==> src/ita_pkg.sv <==
`default_nettype none

package ita_pkg;

  // Command codes
  localparam logic [1:0] CMD_UDEC = 2'd0;
  localparam logic [1:0] CMD_SDEC = 2'd1;
  localparam logic [1:0] CMD_HEX  = 2'd2;
  localparam logic [1:0] CMD_OCT  = 2'd3;

  // Digit store: 22 nibbles, enough for the longest octal text
  localparam int VALUE_W     = 64;
  localparam int DIGITS      = 22;
  localparam int DIG_W       = 4;
  localparam int POS_W       = 5;
  localparam int BCD_DIGITS  = 20;
  localparam int CONV_BITS   = 4;
  localparam int CONV_CYCLES = VALUE_W / CONV_BITS;
  localparam int CNT_W       = 4;

  // Highest digit position scanned for each radix
  localparam logic [POS_W-1:0] TOP_DEC = 5'd19;
  localparam logic [POS_W-1:0] TOP_HEX = 5'd15;
  localparam logic [POS_W-1:0] TOP_OCT = 5'd21;

  // ASCII codes
  localparam logic [7:0] ASCII_ZERO  = 8'h30;
  localparam logic [7:0] ASCII_MINUS = 8'h2d;
  localparam logic [7:0] ASCII_ALPHA = 8'h57;  // 'a' minus ten

  // Controller to datapath commands
  typedef struct packed {
    logic load;
    logic conv_step;
    logic emit_sign;
    logic emit_digit;
  } ita_ctrl_t;

  // Datapath to controller status
  typedef struct packed {
    logic in_dec;
    logic negative;
    logic pos_zero;
  } ita_stat_t;

  // Map one digit to its ASCII character
  function automatic logic [7:0] to_ascii(input logic [DIG_W-1:0] d);
    logic [7:0] r;
    if (d < 4'd10) begin
      r = ASCII_ZERO + {4'b0000, d};
    end else begin
      r = ASCII_ALPHA + {4'b0000, d};
    end
    return r;
  endfunction

endpackage

`default_nettype wire

==> src/ita_datapath.sv <==
`default_nettype none

module ita_datapath (
  input  wire logic                                 clk,
  input  wire logic                                 rst,
  input  wire logic [ita_pkg::VALUE_W-1:0]          value,
  input  wire logic [1:0]                           command,
  input  wire ita_pkg::ita_ctrl_t                   ctrl,
  output ita_pkg::ita_stat_t                        stat,
  output logic                                      strobe,
  output logic [7:0]                                char_code,
  output logic                                      last
);

  localparam int DW = ita_pkg::DIGITS * ita_pkg::DIG_W;
  localparam int BW = ita_pkg::BCD_DIGITS * ita_pkg::DIG_W;

  logic [DW-1:0]                   dig;
  logic [DW-1:0]                   dig_load;
  logic [BW-1:0]                   bcd_next;
  logic [ita_pkg::VALUE_W-1:0]     src;
  logic [ita_pkg::VALUE_W-1:0]     mag;
  logic [ita_pkg::VALUE_W+1:0]     val_ext;
  logic [ita_pkg::POS_W-1:0]       pos;
  logic [ita_pkg::POS_W-1:0]       pos_load;
  logic                            neg;
  logic                            neg_in;
  logic                            started;
  logic [ita_pkg::DIG_W-1:0]       cur;
  logic                            show;

  // Decode the incoming request
  assign neg_in  = (command == ita_pkg::CMD_SDEC) && value[ita_pkg::VALUE_W-1];
  assign mag     = neg_in ? (~value + 64'd1) : value;
  assign val_ext = {2'b00, value};

  always_comb begin
    dig_load = '0;
    pos_load = ita_pkg::TOP_DEC;
    case (command)
      ita_pkg::CMD_HEX: begin
        dig_load = {{(DW - ita_pkg::VALUE_W){1'b0}}, value};
        pos_load = ita_pkg::TOP_HEX;
      end
      ita_pkg::CMD_OCT: begin
        for (int i = 0; i < ita_pkg::DIGITS; i++) begin
          dig_load[i*ita_pkg::DIG_W +: ita_pkg::DIG_W] = {1'b0, val_ext[i*3 +: 3]};
        end
        pos_load = ita_pkg::TOP_OCT;
      end
      default: begin
        dig_load = '0;
        pos_load = ita_pkg::TOP_DEC;
      end
    endcase
  end

  // Shift-add-3 conversion, four source bits per cycle
  always_comb begin
    bcd_next = dig[BW-1:0];
    for (int s = 0; s < ita_pkg::CONV_BITS; s++) begin
      for (int i = 0; i < ita_pkg::BCD_DIGITS; i++) begin
        if (bcd_next[i*ita_pkg::DIG_W +: ita_pkg::DIG_W] >= 4'd5) begin
          bcd_next[i*ita_pkg::DIG_W +: ita_pkg::DIG_W] =
            bcd_next[i*ita_pkg::DIG_W +: ita_pkg::DIG_W] + 4'd3;
        end
      end
      bcd_next = {bcd_next[BW-2:0], src[ita_pkg::VALUE_W-1-s]};
    end
  end

  // Current digit and leading-zero suppression
  assign cur  = dig[{pos, 2'b00} +: ita_pkg::DIG_W];
  assign show = started || (cur != 4'd0) || (pos == '0);

  // Digit store, source shifter and scan pointer
  always_ff @(posedge clk) begin
    if (ctrl.load) begin
      dig <= dig_load;
      src <= mag;
      neg <= neg_in;
      pos <= pos_load;
    end else if (ctrl.conv_step) begin
      dig <= {{(DW - BW){1'b0}}, bcd_next};
      src <= {src[ita_pkg::VALUE_W-1-ita_pkg::CONV_BITS:0], {ita_pkg::CONV_BITS{1'b0}}};
    end else if (ctrl.emit_digit) begin
      pos <= pos - 5'd1;
    end
  end

  // Track whether a significant digit has gone out
  always_ff @(posedge clk) begin
    if (rst) begin
      started <= 1'b0;
    end else if (ctrl.load) begin
      started <= 1'b0;
    end else if (ctrl.emit_digit && (cur != 4'd0)) begin
      started <= 1'b1;
    end
  end

  // Output register
  always_ff @(posedge clk) begin
    if (rst) begin
      strobe <= 1'b0;
    end else begin
      strobe <= ctrl.emit_sign || (ctrl.emit_digit && show);
    end
  end

  always_ff @(posedge clk) begin
    if (ctrl.emit_sign) begin
      char_code <= ita_pkg::ASCII_MINUS;
      last      <= 1'b0;
    end else begin
      char_code <= ita_pkg::to_ascii(cur);
      last      <= (pos == '0);
    end
  end

  // Status back to the controller
  assign stat.in_dec   = (command == ita_pkg::CMD_UDEC) || (command == ita_pkg::CMD_SDEC);
  assign stat.negative = neg;
  assign stat.pos_zero = (pos == '0);

endmodule

`default_nettype wire

==> src/ita_ctrl.sv <==
`default_nettype none

module ita_ctrl (
  input  wire logic               clk,
  input  wire logic               rst,
  input  wire logic               start,
  input  wire ita_pkg::ita_stat_t stat,
  output ita_pkg::ita_ctrl_t      ctrl,
  output logic                    busy
);

  localparam logic [1:0] S_IDLE = 2'd0;
  localparam logic [1:0] S_CONV = 2'd1;
  localparam logic [1:0] S_SIGN = 2'd2;
  localparam logic [1:0] S_EMIT = 2'd3;

  localparam logic [ita_pkg::CNT_W-1:0] CNT_LAST = ita_pkg::CNT_W'(ita_pkg::CONV_CYCLES - 1);

  logic [1:0]                state;
  logic [1:0]                state_next;
  logic [ita_pkg::CNT_W-1:0] cnt;
  logic [ita_pkg::CNT_W-1:0] cnt_next;

  // Next state and commands
  always_comb begin
    state_next = state;
    cnt_next   = cnt;
    ctrl       = '0;
    case (state)
      S_IDLE: begin
        cnt_next = '0;
        if (start) begin
          ctrl.load  = 1'b1;
          state_next = stat.in_dec ? S_CONV : S_EMIT;
        end
      end
      S_CONV: begin
        ctrl.conv_step = 1'b1;
        cnt_next       = cnt + 4'd1;
        if (cnt == CNT_LAST) begin
          state_next = stat.negative ? S_SIGN : S_EMIT;
        end
      end
      S_SIGN: begin
        ctrl.emit_sign = 1'b1;
        state_next     = S_EMIT;
      end
      S_EMIT: begin
        ctrl.emit_digit = 1'b1;
        if (stat.pos_zero) begin
          state_next = S_IDLE;
        end
      end
      default: begin
        state_next = S_IDLE;
      end
    endcase
  end

  // State and step counter
  always_ff @(posedge clk) begin
    if (rst) begin
      state <= S_IDLE;
      cnt   <= '0;
    end else begin
      state <= state_next;
      cnt   <= cnt_next;
    end
  end

  assign busy = (state != S_IDLE);

endmodule

`default_nettype wire

==> src/integer_to_ascii_formatter.sv <==
// Decimal first converts the value four bits at a time, then scans 20 digit
// slots one a cycle; hex and octal skip the conversion and scan 16 or 22 slots
// the same way. Leading zeros use a slot with no strobe; a negative decimal
// value sends its minus sign before the digits. A new request is taken only
// once the block is idle again; the receiver cannot stall.
// Reset: synchronous, active high; returns to idle and drops the strobe.
`default_nettype none

module integer_to_ascii_formatter (
  input  wire logic                        clk,
  input  wire logic                        rst,
  input  wire logic                        start,
  output logic                             busy,
  input  wire logic [ita_pkg::VALUE_W-1:0] value,
  input  wire logic [1:0]                  command,
  output logic                             strobe,
  output logic [7:0]                       char_code,
  output logic                             last
);

  ita_pkg::ita_ctrl_t ctrl;
  ita_pkg::ita_stat_t stat;

  // Sequencer
  ita_ctrl u_ctrl (
    .clk   (clk),
    .rst   (rst),
    .start (start),
    .stat  (stat),
    .ctrl  (ctrl),
    .busy  (busy)
  );

  // Conversion and output datapath
  ita_datapath u_datapath (
    .clk       (clk),
    .rst       (rst),
    .value     (value),
    .command   (command),
    .ctrl      (ctrl),
    .stat      (stat),
    .strobe    (strobe),
    .char_code (char_code),
    .last      (last)
  );

endmodule

`default_nettype wire

==> config.mk <==
export PLATFORM = sky130hd
export DESIGN_NAME = integer_to_ascii_formatter
export DESIGN_NICKNAME = d
export VERILOG_FILES = /design/src/ita_pkg.sv /design/src/ita_datapath.sv /design/src/ita_ctrl.sv /design/src/integer_to_ascii_formatter.sv
export SDC_FILE = /design/constraint.sdc
export NUM_CORES = 1
export LEC_CHECK = 0
export BUFFER_PORTS_ARGS = -buffer_cell sky130_fd_sc_hd__buf_2
export CORE_UTILIZATION = 60
export DETAILED_ROUTE_END_ITERATION = 6
export GPL_TIMING_DRIVEN = 0
export PLACE_DENSITY = 0.78
export RECOVER_POWER = 100
export SLEW_MARGIN = 40
export SYNTH_ARGS = -nofsm -noshare
export SYNTH_HDL_FRONTEND = slang
export SYNTH_HIERARCHICAL = 1
export SYNTH_SLANG_ARGS = --single-unit
==> constraint.sdc <==
create_clock -name clk -period 4.4 [get_ports clk]
set_clock_uncertainty 0.1 [all_clocks]
set_input_delay 0.22 -clock clk [delete_from_list [all_inputs] [get_ports clk]]
set_output_delay 0.22 -clock clk [all_outputs]
set_load 0.1 [all_outputs]
* Word level (Yosys, flattened, before mapping)
Index checks and enable logic that the tools add are counted.
** Word-level totals
- Bits in registers :: 175
- Bits in read-only memories :: 0
- Memories :: 0
- Memory bits (writable) :: 0
- Logic and storage cells :: 310
- Bits of input ports :: 69
- Output and inout port bits :: 11
- Latch bits :: 0
** Operators by class
- Equal/unequal tests :: 11
- Mux-type cells :: 103
- Shift operators :: 1
- Multipliers :: 0
- Bitwise logic cells :: 1
- Add/sub/neg operators :: 85
- Divide/modulo/power cells :: 0
- $lt $le $gt $ge :: 81
- Reductions and logical operators :: 18
** Operators with widths (number)
- $ge A4 B3 Y1 const B :: 80
- $add A4 B2 Y4 const B :: 76
- $mux W4 :: 76
- $mux W64 :: 3
- $mux W88 :: 2
- $pmux W85 S2 :: 1
- $shiftx A88 B8 Y4 :: 1
- $add A64 B1 Y64 const B :: 1
- $not A64 Y64 :: 1
- $mux W5 :: 3
- $add A3 B2 Y3 const B :: 4
- $mux W3 :: 4
- $pmux W5 S2 :: 1
- $add A7 B4 Y8 const A :: 1
- $eq A2 B2 Y1 const B :: 4
- $mux W2 :: 4
- $mux W8 :: 1
- $pmux W2 S4 :: 1
- $pmux W4 S2 :: 1
- $reduce_bool A2 Y1 :: 4
- $add A6 B4 Y7 const A :: 1
- $mux W1 :: 6
- $logic_not A5 Y1 :: 1
- $sub A5 B1 Y5 const B :: 1
- 13 further kinds :: 22

* Longest topological paths before layout
Gate-level depths: netlist (run 1).
- Word-level depth :: 10
- Depth in mapped cells :: 20

* By module
The synthesis (run 1) kept the hierarchy.
** Modules (own cells, without submodules)
- ita_datapath :: area each 18743.0 um^2, seq. area each 4824.6 um^2, instances 1, cells an instance 2304
- ita_ctrl :: area each 417.9 um^2, seq. area each 120.1 um^2, instances 1, cells an instance 49

* Worst setup path before layout (run 1)
No wires, ideal clock.
- Path type :: flip-flop to flip-flop
- Start :: reg u_ctrl.state[0]
- End :: reg u_datapath.dig[0], enable pin
- Buffers on the path :: 3
- Setup slack :: -0.142 ns
- Data required time :: 3.855 ns
- Arrival time :: 3.997 ns
- Setup time :: 0.445 ns
- Cell stages (with the launch flop) :: 9
- Path through :: dfxtp_1 > inv_1 > ha_1 > inv_1 > nor2_1 > clkbuf_1 > clkbuf_1 > clkbuf_1 > or2_2
** RTL lines
- start: declaration :: line ita_ctrl.sv:19 : logic [1:0] state;
- start signal: assignment :: line ita_ctrl.sv:66 : state <= state_next;
- end signal: assignment :: line ita_datapath.sv:79 : dig <= dig_load;
- end signal: assignment :: line ita_datapath.sv:84 : dig <= {{(DW - BW){1'b0}}, bcd_next};
- end: declaration :: line ita_datapath.sv:18 : logic [DW-1:0] dig;

* Worst setup path after layout (run 1)
- Start :: reg u_datapath/pos[1] (netlist bit)
- End :: reg u_datapath.char_code[2]
** On the way
- Cells in the longest elaborated chain, start to end :: 3
- Elaborated cells between the ends (all ways) :: 5
- Classes of those cells :: add/sub (2); order compare (1); shift (1); mux (1)
** RTL lines
- start: declaration :: line ita_datapath.sv:24 : logic [ita_pkg::POS_W-1:0] pos;
- start signal: assignment :: line ita_datapath.sv:82 : pos <= pos_load;
- start signal: assignment :: line ita_datapath.sv:87 : pos <= pos - 5'd1;
- $shiftx A88 B8 Y4 (*) :: line ita_datapath.sv:73 : assign cur = dig[{pos, 2'b00} +: ita_pkg::DIG_W];
- $add A7 B4 Y8, or another cell as far along :: line ita_pkg.sv:52 : r = ASCII_ALPHA + {4'b0000, d};
- $mux W8 (*) :: line ita_pkg.sv:49 : if (d < 4'd10) begin
- end signal: assignment :: line ita_datapath.sv:113 : char_code <= ita_pkg::ASCII_MINUS;
- end signal: assignment :: line ita_datapath.sv:116 : char_code <= ita_pkg::to_ascii(cur);
- end: declaration :: line ita_datapath.sv:11 : output logic [7:0] char_code,
Every way passes the cells marked *; elsewhere a longest branch is shown, timed or not.
A chain may end at the register's enable or synchronous reset.

==> impl_metrics.ini, run 1 <==
[run_status]
run_status = finished, final reports clean

[clocking]
cts_sinks = 170
cts_buffers = 17
htreeDepth = 4
clk_latency_ns = 0.45
clk_pin_slew_worst_paths_ns = 0.07
cts_root_buffer = clkbuf_16
cts_tree = yes
cts_buffer_depth = 2

[final_layout]
layout-drive-gt1-share_pct = 12.4
final_core_utilization_pct = 66.8
nNetsFinal = 2620
syn_to_final_growth_pct = 9.66

[routing]
dr_total_vias = 19700
wirelength_um = 61900
drt_iter0_markers = 2212
via_per_inst = 6.83
drc = 0
drt.antenna.violating_nets = 0
wl_per_cell_um = 21.4
firstDrtPassIters = 7

[worst_setup_path]
critPathCapture = u_datapath/char_code[2]
crit_path_end_kind = flip-flop
crit_chain = clkbuf_1 > clkbuf_1 > mux4_2 > mux4_2 > mux2i_1 > ha_1 > a21oi_1 > or3_1
reg2reg_depth = 8
cpMaxStageDelayCell = clkbuf_1
r2r_slack_ns = 0.06
crit_arrival_ns = 4.57
cp.required_ns = 4.62
startpoint = u_datapath/pos[1]
crit_type = reg -> reg
regToRegEndpoint = u_datapath/char_code[2]
reg2reg_from = u_datapath/pos[1]
crit_fanout = 10
cp_slowest_stage_delay_ns = 0.97
startpoint_type = flip-flop

[global_routing]
grt_pass1_vias = 18100
grt_overflow = 0
grt_use_total_pct = 36.5
grt_antenna_before_repair = 6
grt_pass1_wl_um = 94300
grt_max_degree = 42

[logic_synthesis]
synth_area_leaders = edfxtp_1 24%, ha_1 5.7%, a21oi_1 5.4%
ys_seq_elements = 170
ys_warn_count = 6
synth-edff-count = 154
ys.flop_type = edfxtp_1
yosysSeqAreaShare_pct = 25.8
synthCells = 2353
synth_xor_area_share_pct = 4.07
synth-simple-area-share_pct = 21.2
synth_fp_nets = 2510
synthAdderAreaFrac_pct = 5.90
synth_compound_area_share_pct = 28.7
synth_top_area_share_pct = 24.1
synth_top_family_by_area = compound AO/OA/AOI/OAI gates
synth.area.mux_share_pct = 9.83
async_flop_share_pct = 0
syn-cell-area_mm2 = 0.0192
syn_avg_cell_area_um2 = 8.14
synth_area_leader_cell = edfxtp_1
synth.distinct_cells = 117

[min_path]
min_path_type = in -> reg

[timing]
grt_setup_unrepaired = true
slew_headroom_pct = 16.0
setup_violations = 0
slew_violations = 0
min_period_over_period_pct = 98.7
hold_viol = 0
fmax_ghz = 0.230
min_period_ns = 4.34
worst_slew_pin_slew_ns = 1.26

[placement]
hpwlAfterDp_um = 45200
routabilityCongestion = 0.966
portBuffers = 74

[flow_run]
drv_cap = 0

[die]
fp.dieArea_mm2 = 0.0327
fp.dieW_um = 181
die_h_um = 181
start_util_pct = 60.9
io_pins = 80
coreArea_mm2 = 0.0315
rows = 65
## layer usage
| layer | track usage (%) | part of all wire [%] | vias up |
|---|---|---|---|
| li1 | - | - | 9119 |
| met3 | 7.54 | 11 | 252 |
| met5 | 0 | 0.042 | - |
| met1 | 45.6 | 38 | 9229 |
| met2 | 59.6 | 46 | 1121 |
| met4 | 18.7 | 5.2 | 4 |
## metrics by stage
step	cell area [µm²]	instances	hold WS (ns)	TNS [ns]	worst slack, ns
6_report	21000	2887	0.0288	0	0.0568
5_1_grt	21000	2882	0.0375	-0.198	-0.0310
4_1_cts	20700	2866	0.0161	0	0.0200
3_5_place_dp	20100	2833	0.320	0	0.0335
3_3_place_gp	20000	2829	0.317	-106.56	-0.731
2_1_floorplan	19200	2353	0.189	0	0.555
## registers in the layout, summed over array words and instances (netlist names)
| signal | cells |
|---|---|
| u_datapath/neg | 1 |
| u_datapath/dig | 84 |
| u_datapath/started | 1 |
| u_ctrl/cnt | 4 |
| u_datapath/char_code | 7 |
| u_datapath/src | 64 |
| u_datapath/last | 1 |
| u_ctrl/state | 2 |
| u_datapath/strobe | 1 |
| u_datapath/pos | 5 |
## cell usage in the layout (no fill, tap or decap), types with 30 or more instances in the layout
cell,instances
clkbuf_1,75
o22ai_1,30
ha_1,87
o211ai_1,32
buf_2,81
o21ai_1,46
nand2b_1,50
a211oi_1,52
xor2_1,31
nand3_1,43
and2_1,41
inv_1,114
nor2_1,214
or3_1,34
o21ai_0,134
a21oi_1,200
mux2i_1,98
xnor2_1,57
nor3_1,52
edfxtp_1,154
nand2_1,207
mux2_2,30
## cells in the mapped netlist, types with 16 or more instances
master,n
nor2_1,215
a21oi_1,207
nand2_1,207
edfxtp_1,154
o21ai_0,132
inv_1,114
mux2i_1,99
ha_1,88
clkbuf_1,69
a211oi_1,58
xnor2_1,58
nor3_1,53
nand2b_1,50
o21ai_1,48
and2_1,46
nand3_1,43
or3_1,34
nor2b_1,32
o211ai_1,32
mux2_2,31
xor2_1,31
o22ai_1,30
or2_2,29
a211o_1,28
o21a_1,25
o21bai_1,22
a21o_1,21
mux4_2,21
a31oi_1,20
and3_1,20
a2bb2oi_1,18
buf_2,16
dfxtp_1,16
## worst min path at each step
stage / from / to / slack, ns / cells after the start
2_1_floorplan: rst / u_datapath/strobe / 0.19 / 1
3_3_place_gp: rst / u_datapath/strobe / 0.32 / 2
3_5_place_dp: rst / u_datapath/strobe / 0.32 / 2
4_1_cts: value[2] / u_datapath/dig[2] / 0.02 / 3
5_1_grt: value[2] / u_datapath/dig[2] / 0.04 / 3
6_report: value[2] / u_datapath/dig[2] / 0.03 / 3
## critical path, delay by kind of cell, from the launching register on
kind                     cells  cell delay (ns)
adder cells (fa/ha/maj)      1             0.27
multiplexers                 3             1.24
buffers and inverters        2             1.63
AND/OR/NAND/NOR              1             0.31
flip-flops                   1             0.58
AO/OA/AOI/OAI                1             0.08
## what timing repair did
action,CTS,global route
hold buffers,1,0
buffers inserted,0,11
gates resized for setup,0,39
endpoints found under the setup margin,0,40
endpoints found under the hold margin,2,0
## cells by family after synthesis
kind of cell / after synthesis
other cells: 2
mux: 155
fa+ha+maj: 91
compound gates: 816
flops: 170
xor+xnor: 89
simple gates: 813
buf+inv: 217
## cell type report
type | count | area [µm²]
Buffer | 96 | 412
Timing Repair Buffer | 91 | 520
Inverter | 121 | 454
Tap cell | 402 | 503
Clock buffer | 18 | 429
Antenna cell | 9 | 22.5
Clock inverter | 14 | 158
Multi-Input combinational cell | 1966 | 13600
Sequential cell | 170 | 4940
Fill cell | 2598 | 10500
Power of run 1 is left out: the tool's default activity adds up to more than one toggle a clock period on the data nets, which glitch-free logic cannot reach.
==> inputs of run 2 (changes only) <==
Settings changed: ABC_AREA set to 1.
==> impl_metrics.ini, run 2 <==
[clocking]
cts_resized = 0
holdBufCountCts = 1
htreeDepth = 4
postCtsSetupBuffers = 0
clk_latency_ns = 0.45
cts_tree = yes
cts_sinks = 170
cts_buffers = 17
clk_pin_slew_worst_paths_ns = 0.08
cts_buffer_depth = 2
cts_root_buffer = clkbuf_16

[min_path]
min_path_type = in -> reg

[worst_setup_path]
crit_arrival_ns = 4.49
r2r_slack_ns = 0.1
startpoint_type = flip-flop
crit_path_end_kind = flip-flop
crit_type = reg -> reg
crit_fanout = 10
cp.required_ns = 4.59

[final_layout]
final_core_utilization_pct = 65.9
top_regs = u_datapath/dig x84, u_datapath/src x64, u_datapath/char_code x7
layout-drive-gt1-share_pct = 8.28
largest_register = u_datapath/dig
layout_common_cells = 921 x nand2_1, 386 x inv_1, 316 x nand3_1
syn_to_final_growth_pct = 7.28
design_area_mm2 = 0.0191
nNetsFinal = 3008
largest_register_ffs = 84
layout_commonest_cell = nand2_1

[logic_synthesis]
synth_area_leader_cell = edfxtp_1
yosysSeqAreaShare_pct = 27.8
yosysMostFrequentCell = nand2_1
synth_commonest_cells = 904 x nand2_1, 385 x inv_1, 295 x nand3_1
syn-cell-area_mm2 = 0.0178
ys_warn_count = 6
synthCells = 2752
ys_seq_elements = 170
synth_area_leaders = edfxtp_1 26%, nand2_1 19%, nand3_1 8.3%
synth-edff-count = 154
ys.flop_type = edfxtp_1
syn_avg_cell_area_um2 = 6.46
synth_fp_nets = 2909
synth_top_area_share_pct = 26.0
async_flop_share_pct = 0
synth.distinct_cells = 55

[die]
io_pins = 80
fp.dieW_um = 174
rows = 62
coreArea_mm2 = 0.0289
start_util_pct = 61.4
fp.dieArea_mm2 = 0.0303
die_h_um = 174

[timing]
min_period_ns = 4.30
slew_violations = 0
whs_ns = 0.0100
slew_headroom_pct = 22.8
grt_setup_unrepaired = false
setup_ws_ns = 0.0994
worst_slew_pin_slew_ns = 1.16
hold_viol = 0
setup_violations = 0
min_period_over_period_pct = 97.7
fmax_ghz = 0.233

[routing]
firstDrtPassIters = 7
dr_total_vias = 19800
wl_per_cell_um = 18.8
drt_iter0_markers = 2680
via_per_inst = 6.11
wirelength_um = 61200
drc = 1
drt.antenna.violating_nets = 0

[placement]
routabilityCongestion = 0.995
hpwlAfterDp_um = 47000
dp_slack_ns = 0.290
portBuffers = 74
dpl_cell_area_mm2 = 0.0187

[global_routing]
grt_antenna_before_repair = 1
grt_overflow = 0
grt_use_total_pct = 40.1
grt_pass1_wl_um = 94700
grt_max_degree = 40
grt_pass1_vias = 18100

[flow_run]
drv_cap = 0

[run_status]
run_status = complete, but fails checks
violations = design-rule violations
-- run 2: cell count changes after synthesis, moves of 89 or more --
cell and delta:
mux2i_1 -99, nand3_1 +252, inv_1 +271, nand2_1 +697, nor2_1 -89, nand4_1 +101, a21oi_1 -129
-- run 2: worst paths after layout --
check / from / endpoint / depth (start not counted)
setup / recovery: u_datapath/pos[0] / u_datapath/started / 14
hold / removal: value[20] / u_datapath/dig[20] / 3
setup reg to reg: u_datapath/pos[0] / u_datapath/started / 14
hold reg to reg: u_datapath/started / u_datapath/started / 2
-- run 2: layer usage --
metal,GRT usage [%],up-vias,wire [µm]
li1,-,9398,-
met1,50.3,9094,23400
met2,65.8,1153,27800
met3,8.03,202,6820
met4,19.4,0,3190
met5,0,-,0
-- run 2: stage by stage --
step,std cells,TNS [ns]
final,3249,0
after global routing,3249,0
after CTS,3247,0
after detailed placement,3214,0
after global placement,3210,-125.49
after floorplan,2752,0
-- run 2: area by class of cell --
type	count	area [µm²]
Sequential cell	170	4940
Clock buffer	20	447
Multi-Input combinational cell	2128	10900
Antenna cell	1	2.50
Clock inverter	12	91.3
Buffer	63	273
Inverter	391	1470
Timing Repair Buffer	80	432
Fill cell	2705	9860
Tap cell	384	480
-- run 2: worst max-delay path, cell delays in order, from the launching register on --
cell and delay (ns):
edfxtp_1 0.39, buf_2 0.24, clkbuf_1 0.67, buf_2 0.45, buf_2 0.41, nor2_1 0.10, o21ai_0 0.50, nand2_1 0.16
nand3_1 0.15, nand2_1 0.07, o21ai_0 0.20, ha_1 0.28, nand2_1 0.07, o21ai_0 0.24, a211oi_1 0.11
-- run 2: cells by family after synthesis --
group           share of synthesized area, %
other cells                           0.0422
xor+xnor                                2.36
simple gates                            42.2
flops                                   27.8
buf+inv                                 9.76
fa+ha+maj                               6.19
compound gates                          11.7
Power of run 2 is left out for the same reason.
